File: src/sv/lfjc_pkg.sv
// ---------------------------------------------------------------------------
// lfjc_pkg
// Shared types and codes for the line follower junction counter.
// ---------------------------------------------------------------------------
package lfjc_pkg;

    typedef enum logic [1:0] {
        PH_IDLE   = 2'd0,
        PH_FOLLOW = 2'd1,
        PH_FINISH = 2'd2
    } phase_t;

    typedef enum logic [1:0] {
        MV_STOP    = 2'd0,
        MV_ADVANCE = 2'd1,
        MV_RIGHT   = 2'd2,
        MV_LEFT    = 2'd3
    } motion_t;

    typedef enum logic [2:0] {
        CFG_TARGET_BLOCKS    = 3'd0,
        CFG_START_SPEED      = 3'd1,
        CFG_CENTER_BY_SENSOR = 3'd2,
        CFG_SPEED_FLOOR      = 3'd3,
        CFG_SPEED_STEP       = 3'd4,
        CFG_TURN_BOOST       = 3'd5,
        CFG_CREEP_LIMIT      = 3'd6,
        CFG_NUDGE_TIME       = 3'd7
    } cfg_index_t;

    localparam int unsigned CFG_DATA_W = 16;

    typedef enum logic {
        REQ_START  = 1'b0,
        REQ_SAMPLE = 1'b1
    } req_t;

    typedef struct packed {
        logic [5:0]  target_blocks;
        logic [7:0]  start_speed;
        logic        center_by_sensor;
        logic [7:0]  speed_floor;
        logic [4:0]  speed_step;
        logic [5:0]  turn_boost;
        logic [15:0] creep_limit;
        logic [15:0] nudge_time;
    } cfg_t;

    typedef struct packed {
        req_t req_type;
        logic left_on;
        logic mid_on;
        logic right_on;
        logic estop;
    } item_t;

    typedef struct packed {
        motion_t    motion;
        logic [7:0] motor_speed;
        logic [5:0] junctions;
        logic       run_done;
        logic       aborted;
    } result_t;

endpackage

File: src/sv/line_follow_junction_counter.sv
// ---------------------------------------------------------------------------
// line_follow_junction_counter
// Line follower junction counter: one motion command per start or sample item.
// ---------------------------------------------------------------------------
// Each accepted item gives exactly one result item. Items pass an input
// register, combinational decision logic and a result register, so one item
// is taken every cycle while the result side keeps up; the result reaches
// the master side from the result register and is held until taken. run_done is
// carried on m_tlast. Configuration writes are taken every cycle and should
// be made only while no item is in flight.
module line_follow_junction_counter
    import lfjc_pkg::*;
(
    input  logic                  clk,
    input  logic                  rst_n,
    input  logic                  s_tvalid,
    output logic                  s_tready,
    input  logic [7:0]            s_tdata,   // left_on, mid_on, right_on, estop
    input  logic                  s_tuser,   // req_type
    output logic                  m_tvalid,
    input  logic                  m_tready,
    output logic [23:0]           m_tdata,   // motion[1:0], motor_speed[7:0], junctions[5:0], aborted
    output logic                  m_tlast,   // run_done
    input  logic                  cfg_valid,
    output logic                  cfg_ready,
    input  logic [2:0]            cfg_index,
    input  logic [CFG_DATA_W-1:0] cfg_data
);

    cfg_t    cfg;
    logic    in_valid_reg;
    item_t   in_item_reg;
    logic    out_valid_reg;
    result_t out_reg;
    result_t result;
    logic    advance;

    assign advance  = in_valid_reg && (!out_valid_reg || m_tready);
    assign s_tready = !in_valid_reg || advance;

    lfjc_cfg u_cfg (
        .clk       (clk),
        .rst_n     (rst_n),
        .cfg_valid (cfg_valid),
        .cfg_ready (cfg_ready),
        .cfg_index (cfg_index),
        .cfg_data  (cfg_data),
        .cfg       (cfg)
    );

    lfjc_step u_step (
        .clk     (clk),
        .rst_n   (rst_n),
        .cfg     (cfg),
        .item    (in_item_reg),
        .advance (advance),
        .result  (result)
    );

    always_ff @(posedge clk or negedge rst_n)
    begin
        if (!rst_n)
        begin
            in_valid_reg  <= 1'b0;
            out_valid_reg <= 1'b0;
        end
        else
        begin
            if (s_tready)
                in_valid_reg <= s_tvalid;
            if (advance)
                out_valid_reg <= 1'b1;
            else if (m_tready)
                out_valid_reg <= 1'b0;
        end
    end

    always_ff @(posedge clk)
    begin
        if (s_tvalid && s_tready)
        begin
            in_item_reg.req_type <= req_t'(s_tuser);
            in_item_reg.left_on  <= s_tdata[0];
            in_item_reg.mid_on   <= s_tdata[1];
            in_item_reg.right_on <= s_tdata[2];
            in_item_reg.estop    <= s_tdata[3];
        end
        if (advance)
            out_reg <= result;
    end

    assign m_tvalid = out_valid_reg;
    assign m_tlast  = out_reg.run_done;
    assign m_tdata  = {7'd0, out_reg.aborted, out_reg.junctions,
                       out_reg.motor_speed, out_reg.motion};

endmodule

File: src/sv/lfjc_cfg.sv
// ---------------------------------------------------------------------------
// lfjc_cfg
// Configuration register file, written by index.
// ---------------------------------------------------------------------------
module lfjc_cfg
    import lfjc_pkg::*;
(
    input  logic                  clk,
    input  logic                  rst_n,
    input  logic                  cfg_valid,
    output logic                  cfg_ready,
    input  logic [2:0]            cfg_index,
    input  logic [CFG_DATA_W-1:0] cfg_data,
    output cfg_t                  cfg
);

    cfg_t cfg_reg;
    cfg_t cfg_next;

    assign cfg_ready = 1'b1;
    assign cfg       = cfg_reg;

    always_comb
    begin
        cfg_next = cfg_reg;
        if (cfg_valid)
        begin
            unique case (cfg_index_t'(cfg_index))
                CFG_TARGET_BLOCKS:    cfg_next.target_blocks    = cfg_data[5:0];
                CFG_START_SPEED:      cfg_next.start_speed      = cfg_data[7:0];
                CFG_CENTER_BY_SENSOR: cfg_next.center_by_sensor = cfg_data[0];
                CFG_SPEED_FLOOR:      cfg_next.speed_floor      = cfg_data[7:0];
                CFG_SPEED_STEP:       cfg_next.speed_step       = cfg_data[4:0];
                CFG_TURN_BOOST:       cfg_next.turn_boost       = cfg_data[5:0];
                CFG_CREEP_LIMIT:      cfg_next.creep_limit      = cfg_data;
                CFG_NUDGE_TIME:       cfg_next.nudge_time       = cfg_data;
                default:              cfg_next = cfg_reg;
            endcase
        end
    end

    always_ff @(posedge clk or negedge rst_n)
    begin
        if (!rst_n)
        begin
            cfg_reg.target_blocks    <= 6'd5;
            cfg_reg.start_speed      <= 8'd60;
            cfg_reg.center_by_sensor <= 1'b0;
            cfg_reg.speed_floor      <= 8'd35;
            cfg_reg.speed_step       <= 5'd5;
            cfg_reg.turn_boost       <= 6'd10;
            cfg_reg.creep_limit      <= 16'd800;
            cfg_reg.nudge_time       <= 16'd110;
        end
        else
        begin
            cfg_reg <= cfg_next;
        end
    end

endmodule

File: src/sv/lfjc_step.sv
// ---------------------------------------------------------------------------
// lfjc_step
// Run state and per-item decision logic; state moves when an item advances.
// ---------------------------------------------------------------------------
module lfjc_step
    import lfjc_pkg::*;
(
    input  logic    clk,
    input  logic    rst_n,
    input  cfg_t    cfg,
    input  item_t   item,
    input  logic    advance,
    output result_t result
);

    phase_t      phase_reg, phase_next;
    logic [5:0]  count_reg, count_next;
    logic        onj_reg, onj_next;
    logic [15:0] ticks_reg, ticks_next;
    motion_t     last_motion_reg;
    logic [7:0]  last_speed_reg;

    logic [2:0]  pat;
    logic        is_start, es;
    logic        follow, finish;
    logic        count_ge, count_eq;
    logic [5:0]  count_inc;
    logic        new_junction;
    logic        enter, lim_zero;
    logic        follow_over, follow_estop;
    logic        creep_end_ok, creep_abort, nudge_end;
    logic        end_ok, end_abort;
    logic [15:0] ticks_inc;
    logic [10:0] prod;
    logic [11:0] diff;
    logic [7:0]  spd;
    logic [8:0]  boost_sum;
    logic [7:0]  spd_boost;

    assign pat      = {item.left_on, item.mid_on, item.right_on};
    assign is_start = (item.req_type == REQ_START);
    assign es       = item.estop;
    assign follow   = !is_start && (phase_reg == PH_FOLLOW);
    assign finish   = !is_start && (phase_reg == PH_FINISH);

    assign count_ge     = (count_reg >= cfg.target_blocks);
    assign count_eq     = (count_reg == cfg.target_blocks);
    assign count_inc    = count_reg + 6'd1;
    assign new_junction = follow && !count_ge && (pat == 3'b111) && !onj_reg;
    assign lim_zero     = cfg.center_by_sensor ? (cfg.creep_limit == 16'd0)
                                               : (cfg.nudge_time == 16'd0);

    assign enter        = follow && (count_ge ? count_eq
                                              : (new_junction &&
                                                 (count_inc == cfg.target_blocks)));
    assign follow_over  = follow && count_ge && !count_eq;
    assign follow_estop = follow && !count_ge && !enter && es;

    assign creep_end_ok = finish && cfg.center_by_sensor &&
                          ((pat == 3'b010) || (!es && (ticks_reg >= cfg.creep_limit)));
    assign creep_abort  = finish && cfg.center_by_sensor && (pat != 3'b010) && es;
    assign ticks_inc    = (ticks_reg == 16'hFFFF) ? ticks_reg : ticks_reg + 16'd1;
    assign nudge_end    = finish && !cfg.center_by_sensor && (ticks_inc >= cfg.nudge_time);

    assign end_ok    = follow_over || (enter && lim_zero) || creep_end_ok || nudge_end;
    assign end_abort = follow_estop || creep_abort;

    // speed before this item's junction: start minus count times step, floored
    assign prod = {5'd0, count_reg} * {6'd0, cfg.speed_step};
    assign diff = {4'd0, cfg.start_speed} - {1'b0, prod};
    always_comb
    begin
        if (diff[11] || (diff[7:0] < cfg.speed_floor))
            spd = cfg.speed_floor;
        else
            spd = diff[7:0];
    end
    assign boost_sum = {1'b0, spd} + {3'd0, cfg.turn_boost};
    assign spd_boost = boost_sum[8] ? 8'hFF : boost_sum[7:0];

    // next state
    always_comb
    begin
        priority if (is_start)
            phase_next = PH_FOLLOW;
        else if (end_ok || end_abort)
            phase_next = PH_IDLE;
        else if (enter)
            phase_next = PH_FINISH;
        else
        begin
            unique case (phase_reg)
                PH_FOLLOW: phase_next = PH_FOLLOW;
                PH_FINISH: phase_next = PH_FINISH;
                default:   phase_next = PH_IDLE;
            endcase
        end
    end

    // outputs
    always_comb
    begin
        result.junctions = count_next;
        result.run_done  = 1'b0;
        result.aborted   = 1'b0;
        result.motion    = MV_STOP;
        result.motor_speed = 8'd0;
        priority if (is_start)
        begin
            result.motion = MV_STOP;
        end
        else if (end_ok || end_abort)
        begin
            result.run_done = 1'b1;
            result.aborted  = end_abort;
        end
        else if (enter || finish)
        begin
            result.motion      = MV_ADVANCE;
            result.motor_speed = cfg.speed_floor;
        end
        else if (follow)
        begin
            unique case (pat)
                3'b111, 3'b010, 3'b000:
                begin
                    result.motion      = MV_ADVANCE;
                    result.motor_speed = spd;
                end
                3'b001, 3'b011:
                begin
                    result.motion      = MV_RIGHT;
                    result.motor_speed = spd_boost;
                end
                3'b100, 3'b110:
                begin
                    result.motion      = MV_LEFT;
                    result.motor_speed = spd_boost;
                end
                default:
                begin
                    result.motion      = last_motion_reg;
                    result.motor_speed = last_speed_reg;
                end
            endcase
        end
        if (result.motion == MV_STOP)
            result.motor_speed = 8'd0;
    end

    // run counters
    always_comb
    begin
        count_next = count_reg;
        onj_next   = onj_reg;
        ticks_next = ticks_reg;
        priority if (is_start)
        begin
            count_next = 6'd0;
            onj_next   = 1'b1;
            ticks_next = 16'd0;
        end
        else if (follow && !count_ge)
        begin
            if (new_junction)
                count_next = count_inc;
            if (pat == 3'b111)
                onj_next = 1'b1;
            else if (pat != 3'b101)
                onj_next = 1'b0;
            if (enter)
                ticks_next = 16'd0;
        end
        else if (enter)
        begin
            ticks_next = 16'd0;
        end
        else if (finish)
        begin
            if (!cfg.center_by_sensor)
                ticks_next = ticks_inc;
            else if (!creep_end_ok && !creep_abort)
                ticks_next = ticks_reg + 16'd1;
        end
    end

    always_ff @(posedge clk or negedge rst_n)
    begin
        if (!rst_n)
        begin
            phase_reg       <= PH_IDLE;
            count_reg       <= 6'd0;
            onj_reg         <= 1'b1;
            ticks_reg       <= 16'd0;
            last_motion_reg <= MV_STOP;
            last_speed_reg  <= 8'd0;
        end
        else if (advance)
        begin
            phase_reg       <= phase_next;
            count_reg       <= count_next;
            onj_reg         <= onj_next;
            ticks_reg       <= ticks_next;
            last_motion_reg <= result.motion;
            last_speed_reg  <= result.motor_speed;
        end
    end

endmodule
File: config.mk
export PLATFORM = sky130hd
export DESIGN_NAME = line_follow_junction_counter
export DESIGN_NICKNAME = d
export VERILOG_FILES = /design/src/sv/lfjc_pkg.sv /design/src/sv/line_follow_junction_counter.sv /design/src/sv/lfjc_cfg.sv /design/src/sv/lfjc_step.sv
export SDC_FILE = /design/constraint.sdc
export NUM_CORES = 1
export LEC_CHECK = 0
export BUFFER_PORTS_ARGS = -buffer_cell sky130_fd_sc_hd__buf_4
export CORE_UTILIZATION = 50
export DETAILED_ROUTE_END_ITERATION = 10
export HOLD_SLACK_MARGIN = 0.1
export PLACE_DENSITY = 0.79
export SETUP_SLACK_MARGIN = 0.1
export SLEW_MARGIN = 25
export SYNTH_ARGS = -nofsm -noshare
export SYNTH_HDL_FRONTEND = slang
export SYNTH_HIERARCHICAL = 1
export SYNTH_SLANG_ARGS = --single-unit
File: constraint.sdc
create_clock -name clk -period 8.7 [get_ports clk]
set_input_delay 1.305 -clock clk [delete_from_list [all_inputs] [get_ports clk]]
set_output_delay 1.305 -clock clk [all_outputs]
set_load 0.01 [all_outputs]
==> key figures, run 1 <==
Timing
  – Actual slew at the worst max-slew pin: 1.01 ns
  – Final count of pins violating max slew: 0
  – Tcrit/Tclk final: 0.880
  – Final setup fails: 0
  – Clk_skew: 0.0110 ns
  – Unrepaired setup endpoints after global routing: false
  – Post-layout min period: 7.65 ns
  – Final hold vios: 0
  – Total negative slack: 0 ns
  – Top achievable clock speed: 131 MHz
  – Max_slew headroom: 0.319

Worst setup path
  – Critical path's slowest cell: dfrtp_1
  – Worst Setup End Kind: register
  – CP Max Fanout: 13
  – Flop2flop setup slack: 1.05 ns
  – Cells on worst reg2reg path: 31
  – Startpoint Class: register
  – WP data arrival: 7.90 ns
  – CP Depth: 31
  – Crit Path Category: register to register
  – Top cell family by delay on the critical path: adder cells
  – CP required: 8.94 ns
  – Reg-to-reg critical path endpoint: m_tdata[2]$_DFFE_PP_
  – RR Startpoint: u_step/count_reg[3]$_DFFE_PN0P_
  – Number of buffers and inverters on the critical path: 5
  – Largest stage delay, worst path: 0.54 ns

Worst hold path
  – Min-delay worst type: register to register
  – Min-delay src: u_step/last_speed_reg[5]$_DFFE_PN0P_
  – Hold Path Depth: 2
  – WHS Endpoint: u_step/last_speed_reg[5]$_DFFE_PN0P_

Finish
  – Commonest non-fill, non-tap cells in the layout: inv_1 (104), dfrtp_1 (81), mux2_2 (79)
  – Max reg flops: 66
  – Most common cell after layout, fill and taps aside: inv_1
  – Ant diodes: 0
  – Final Net Count: 1,075
  – Area delta synth->final: 11.2%
  – Share of layout cells above drive strength 1: 0.218
  – Post-Layout Cell Count: 1,188

Routing
  – DR iter-0 viols: 687
  – Vias per std cell: 5.92
  – Avg WL per Cell: 18.2 um
  – Post-DRT Antenna Nets: 0
  – DRC violations left: 0
  – Routed WL: 21.6 mm
  – Via Count: 7,029
  – DR pass1 iterations: 5

Power and ir drop
  – Register share of total power: 0.358
  – Comb power frac: 0.338
  – Pint: 1.50 mW
  – Sw Pwr: 0.772 mW
  – Sw Ratio: 0.339
  – P_leak: 4.71 nW
  – Clk network pwr share: 0.304
  – Power per cell area: 224 nW/um^2
  – Peak VDD IR: 238 uV

GRT
  – Grt total ovfl: 0
  – GRT Overall Usage: 0.245
  – First-pass GRT wire length: 35.0 mm
  – Largest net degree at the start of global routing: 70
  – Number of global-route vias before repair: 6,926
  – Initial antenna violation count: 0

Clocking
  – Max H-tree Level: 4
  – Clock transition at the registers of the reported paths: 0.06 ns
  – CTS tree: built
  – CTS buffer count: 17
  – Maximum buffer depth of the clock tree: 2
  – Post-CTS Setup Repair Bufs: 0
  – CTS Hold Buffers Added: 0
  – Root buffer cell: clkbuf_16
  – Post-cts sizing count: 0
  – Clock Latency Late Sink: 0.42 ns
  – Total clock sinks: 126

Placed design
  – Port Buf Inserts: 48
  – Final HPWL DP: 15.8 mm
  – Final RePlAce weighted congestion: 0.933
  – Placed cells: 1,156

Die
  – Die area: 18,800 um^2
  – Rows: 49
  – I/O pin count: 61
  – Area of the core: 18,000 um^2
  – Initial Utilization: 0.509
  – DIE HEIGHT: 137 um
  – Die Wd: 137 um

Logic synthesis
  – Yosys reg bits: 126
  – Mapped Cells: 906
  – Synth Flop Type: dfrtp_1
  – Seq/Total Area, Yosys: 0.361
  – Synth Cell Area: 9140 um^2
  – Post-synthesis cell type count: 84
  – Ys async rst share: 0.817
  – Syn_area_per_cell: 10.1 um^2
  – Post-synth EDFFs: 23
  – Synth warnings: 6

Outcome
  – Status: finished, final reports clean

Run
  – Max-cap check violation count: 0
-- worst max path at each step --
stage / to / slack, ns / start
after CTS: m_tdata[2]$_DFFE_PP_ / 1.14 / u_step/count_reg[3]$_DFFE_PN0P_
final: m_tdata[2]$_DFFE_PP_ / 1.05 / u_step/count_reg[3]$_DFFE_PN0P_
after global placement: m_tdata[2]$_DFFE_PP_ / 1.27 / u_step/count_reg[3]$_DFFE_PN0P_
after floorplan: m_tdata[6]$_DFFE_PP_ / 1.86 / u_step/count_reg[1]$_DFFE_PN0P_
after global routing: m_tdata[2]$_DFFE_PP_ / 0.55 / u_step/count_reg[3]$_DFFE_PN0P_
after detailed placement: m_tdata[2]$_DFFE_PP_ / 1.19 / u_step/count_reg[3]$_DFFE_PN0P_
-- power groups by stage --
stage | registers (mW) | clock network [mW] | logic [mW]
6_report | 0.813 | 0.692 | 0.770
5_1_grt | 0.827 | 0.735 | 0.858
4_1_cts | 0.812 | 0.702 | 0.759
3_5_place_dp | 0.821 | 0 | 0.751
3_3_place_gp | 0.817 | 0 | 0.723
2_1_floorplan | 0.788 | 0 | 0.581
-- cells by family (layout without fill, tap and decap cells) --
group,count (synthesis),count (layout),share of synthesized area
multiplexers,89,89,0.108
other,2,8,0.000822
flip-flops,126,126,0.361
AO/OA/AOI/OAI,178,178,0.124
adder cells (fa/ha/maj),96,96,0.147
buffers and inverters,141,188,0.0711
AND/OR/NAND/NOR,248,248,0.161
XOR/XNOR,26,26,0.0266
-- cell usage after synthesis (12+ instances only) --
library cell | number | share of area
inv_1 | 104 | 0.043
nand2_1 | 56 | 0.023
xnor2_1 | 16 | 0.015
and2_1 | 25 | 0.017
nand4_1 | 17 | 0.012
ha_1 | 77 | 0.11
o21ai_0 | 48 | 0.026
and3_1 | 13 | 0.0089
buf_4 | 12 | 0.0099
dfrtp_1 | 81 | 0.22
nand3_1 | 24 | 0.013
edfxtp_1 | 23 | 0.076
a21oi_1 | 49 | 0.027
nand2b_1 | 15 | 0.010
nor2_1 | 33 | 0.014
dfstp_2 | 22 | 0.063
fa_1 | 19 | 0.042
mux2_2 | 79 | 0.097
-- area by class of cell --
type	instances	area (um^2)
fill	1503	7800
multi-input combinational	645	5220
sequential	126	3300
clock buffer	26	519
timing repair buffer	52	390
inverter	104	390
tap	229	287
clock inverter	6	56.3
-- per-stage QoR --
stage | instance area (um^2) | power (mW) | utilization | setup slack (ns) | hold slack (ns)
floorplan | 9160 | 1.37 | - | 1.86 | 0.444
global placement | 9580 | 1.54 | 0.534 | 1.27 | 0.464
detailed placement | 9580 | 1.57 | 0.534 | 1.19 | 0.466
CTS | 10200 | 2.27 | 0.566 | 1.14 | 0.491
global route | 10200 | 2.42 | 0.566 | 0.549 | 0.510
finish | 10200 | 2.27 | 0.566 | 1.05 | 0.489
-- worst reg2reg max path: cells and delay by family, from the launching register on --
kind            cells  cell delay, ns
flops               1            0.54
xor+xnor            1            0.25
simple gates        6            1.00
buf+inv             5            0.49
fa+ha+maj           7            2.83
mux                 2            0.68
compound gates     10            1.67
-- layer usage --
metal  global-route usage  wire length, um  vias to the layer above
met5                    0                0                        -
li1                     -                -                     3282
met1                0.312             9320                     3438
met3               0.0559             1280                       37
met4               0.0824              414                        0
met2                0.409            10600                      272
Power figures use the tool's default switching activity.
==> run 2, diff against run 1 <==
--- a/config.mk
+++ b/config.mk
@@ -10,6 +10,7 @@
 export DETAILED_ROUTE_END_ITERATION = 10
 export HOLD_SLACK_MARGIN = 0.1
 export PLACE_DENSITY = 0.79
+export REMOVE_ABC_BUFFERS = 1
 export SETUP_SLACK_MARGIN = 0.1
 export SLEW_MARGIN = 25
 export SYNTH_ARGS = -nofsm -noshare
==> run 2 against run 1 <==
  * Maximum frequency increased by 0.44%
  * Die area unchanged
  * Clock skew grew 0.0031 ns
  * Register-to-register slack better by 0.03 ns
  * Non-clock buffer count up 1
  * Sequential share of layout area decreased by 0.056 points
  * Sequential cell count stayed put
  * Routed wire length fell by 1.4%
  * Cell count about the same
  * Global-route usage fell by 0.43 points
  * Worst hold slack improved by 0.0069 ns
==> key figures, run 2 (synthesis results as in run 1) <==
Die
  – Die Wd: 137 um (unchanged)
  – Initial Utilization: 0.509 (unchanged)
  – I/O pin count: 61 (unchanged)
  – DIE HEIGHT: 137 um (unchanged)
  – Rows: 49 (unchanged)
  – Area of the core: 18,000 um^2 (unchanged)
  – Die area: 18,800 um^2 (unchanged)

Routing
  – Vias per std cell: 5.97 (+0.83%)
  – DR iter-0 viols: 584 (-15%)
  – DR pass1 iterations: 7 (+2)
  – Via Count: 7,093 (+0.91%)
  – DRC violations left: 0 (unchanged)
  – Avg WL per Cell: 17.9 um (-1.5%)
  – Routed WL: 21.3 mm (-1.4%)
  – Post-DRT Antenna Nets: 0 (unchanged)

Clocking
  – CTS buffer count: 17 (unchanged)
  – Clock transition at the registers of the reported paths: 0.06 ns (about the same)
  – Root buffer cell: clkbuf_16
  – Clock Latency Late Sink: 0.43 ns (about the same)
  – Post-cts sizing count: 0 (unchanged)
  – Total clock sinks: 126 (unchanged)
  – Max H-tree Level: 4 (unchanged)
  – CTS tree: built
  – CTS Hold Buffers Added: 0 (unchanged)
  – Maximum buffer depth of the clock tree: 2 (unchanged)
  – Post-CTS Setup Repair Bufs: 0 (unchanged)

Worst setup path
  – Critical path's slowest cell: dfrtp_1
  – Flop2flop setup slack: 1.08 ns (+0.03 ns)
  – Startpoint Class: register
  – Largest stage delay, worst path: 0.60 ns (+0.06 ns)
  – Worst Setup End Kind: register
  – Crit Path Category: register to register
  – Top cell family by delay on the critical path: adder cells
  – Most Frequent Cell on Critical Path: fa_1
  – Cells on worst reg2reg path: 30 (-3.2%)
  – WP data arrival: 7.86 ns (-0.04 ns)
  – Reg-to-reg critical path endpoint: m_tdata[3]$_DFFE_PP_
  – CP Max Fanout: 11 (-2)
  – CP required: 8.94 ns (about the same)
  – RR Startpoint: u_step/count_reg[0]$_DFFE_PN0P_
  – Number of buffers and inverters on the critical path: 4 (-1)

Timing
  – Final setup fails: 0 (unchanged)
  – Total negative slack: 0 ns (unchanged)
  – Top achievable clock speed: 131 MHz (+0.44%)
  – Actual slew at the worst max-slew pin: 1.01 ns (-0.00601 ns)
  – Clk_skew: 0.0141 ns (+0.00313 ns)
  – Post-layout min period: 7.62 ns (-0.0333 ns)
  – Max_slew headroom: 0.323 (+0.00404)
  – Final hold vios: 0 (unchanged)
  – Final count of pins violating max slew: 0 (unchanged)
  – Tcrit/Tclk final: 0.876 (-0.00382)
  – Unrepaired setup endpoints after global routing: false

Power and ir drop
  – Power per cell area: 225 nW/um^2 (+0.44%)
  – Clk network pwr share: 0.310 (+0.006)
  – Sw Pwr: 0.796 mW (+3.2%)
  – Register share of total power: 0.354 (-0.004)
  – Comb power frac: 0.335 (-0.003)
  – P_leak: 4.72 nW (+0.10%)
  – Peak VDD IR: 159 uV (-33%)
  – Pint: 1.49 mW (-0.69%)
  – Sw Ratio: 0.348 (+0.00857)

Finish
  – Post-Layout Cell Count: 1,189 (+0.084%)
  – Commonest non-fill, non-tap cells in the layout: inv_1 (104), dfrtp_1 (81), mux2_2 (79)
  – Area delta synth->final: 11.4%
  – Final Net Count: 1,076 (+0.093%)
  – Ant diodes: 0 (unchanged)
  – Max reg flops: 66 (unchanged)
  – Share of layout cells above drive strength 1: 0.222 (+0.00394)
  – Most common cell after layout, fill and taps aside: inv_1
  – Final Cell Area: 10,200 um^2 (+0.17%)
  – Final core utilization: 0.567 (+0.000975)

Worst hold path
  – WHS Endpoint: u_step/last_speed_reg[6]$_DFFE_PN0P_
  – Hold Path Depth: 2 (unchanged)
  – Min-delay src: u_step/last_speed_reg[6]$_DFFE_PN0P_
  – Min-delay worst type: register to register

Placed design
  – DP Area: 9590 um^2 (about the same)
  – Final RePlAce weighted congestion: 0.876 (-6.1%)
  – Final HPWL DP: 15.6 mm (-1.5%)
  – Placed cells: 1,157 (+0.087%)
  – Port Buf Inserts: 48 (unchanged)

GRT
  – GRT Overall Usage: 0.241 (-0.00428)
  – Number of global-route vias before repair: 6,802 (-1.8%)
  – Largest net degree at the start of global routing: 56 (-20%)
  – Grt total ovfl: 0 (unchanged)
  – Initial antenna violation count: 0 (unchanged)
  – First-pass GRT wire length: 34.6 mm (-1.3%)

Run
  – Max-cap check violation count: 0 (unchanged)

Outcome
  – Status: finished, final reports clean
==> run 2: changes by cell type in the layout (fill, tap and decap cells not counted), sizes merged <==
cell	previous run	this run
inv	105	109
clkinv	4	7
clkbuf	26	17
bufinv	1	2
clkinvlp	0	1
buf	52	53
==> run 2: worst max path at each step <==
stage | start | to | cells after the start
final | u_step/count_reg[0]$_DFFE_PN0P_ | m_tdata[3]$_DFFE_PP_ | 30
after global routing | u_step/count_reg[0]$_DFFE_PN0P_ | u_step/last_speed_reg[5]$_DFFE_PN0P_ | 30
after CTS | u_step/count_reg[0]$_DFFE_PN0P_ | m_tdata[3]$_DFFE_PP_ | 30
after detailed placement | u_step/count_reg[3]$_DFFE_PN0P_ | u_step/last_speed_reg[5]$_DFFE_PN0P_ | 31
after global placement | u_step/count_reg[3]$_DFFE_PN0P_ | m_tdata[3]$_DFFE_PP_ | 31
after floorplan | u_step/count_reg[3]$_DFFE_PN0P_ | m_tdata[6]$_DFFE_PP_ | 28
==> run 2: layout make-up <==
| cell class | instances | area [um^2] |
|---|---|---|
| clock buffer | 17 | 425 |
| tap | 229 | 287 |
| multi-input combinational | 645 | 5220 |
| timing repair buffer | 53 | 398 |
| sequential | 126 | 3300 |
| fill | 1496 | 7790 |
| inverter | 104 | 390 |
| clock inverter | 15 | 160 |
==> run 2: worst min-delay path, stage by stage, from the launching register on <==
cell	delay, ns
dfrtp_1	0.35
nand2_1	0.05
o41ai_1	0.06
==> run 2: power groups by stage <==
stage	Combinational [mW]	Sequential (mW)	Clock, mW
floorplan	0.564	0.791	0
detailed placement	0.752	0.819	0
finish	0.767	0.811	0.711
global placement	0.731	0.815	0
global route	0.850	0.826	0.746
CTS	0.762	0.810	0.717
==> run 2: metal layers <==
layer | vias to the layer above | share of wire | track usage
li1 | 3302 | - | -
met1 | 3484 | 0.43 | 0.304
met2 | 254 | 0.49 | 0.403
met3 | 53 | 0.051 | 0.0478
met4 | 0 | 0.028 | 0.0977
met5 | - | 0 | 0
==> run 2: stage by stage <==
| stage | hold slack [ns] | power [mW] | worst slack, ns |
|---|---|---|---|
| 2_1_floorplan | 0.444 | 1.35 | 1.35 |
| 6_report | 0.496 | 2.29 | 1.08 |
| 3_3_place_gp | 0.468 | 1.55 | 1.29 |
| 5_1_grt | 0.528 | 2.42 | 0.737 |
| 4_1_cts | 0.493 | 2.29 | 1.13 |
| 3_5_place_dp | 0.476 | 1.57 | 1.18 |
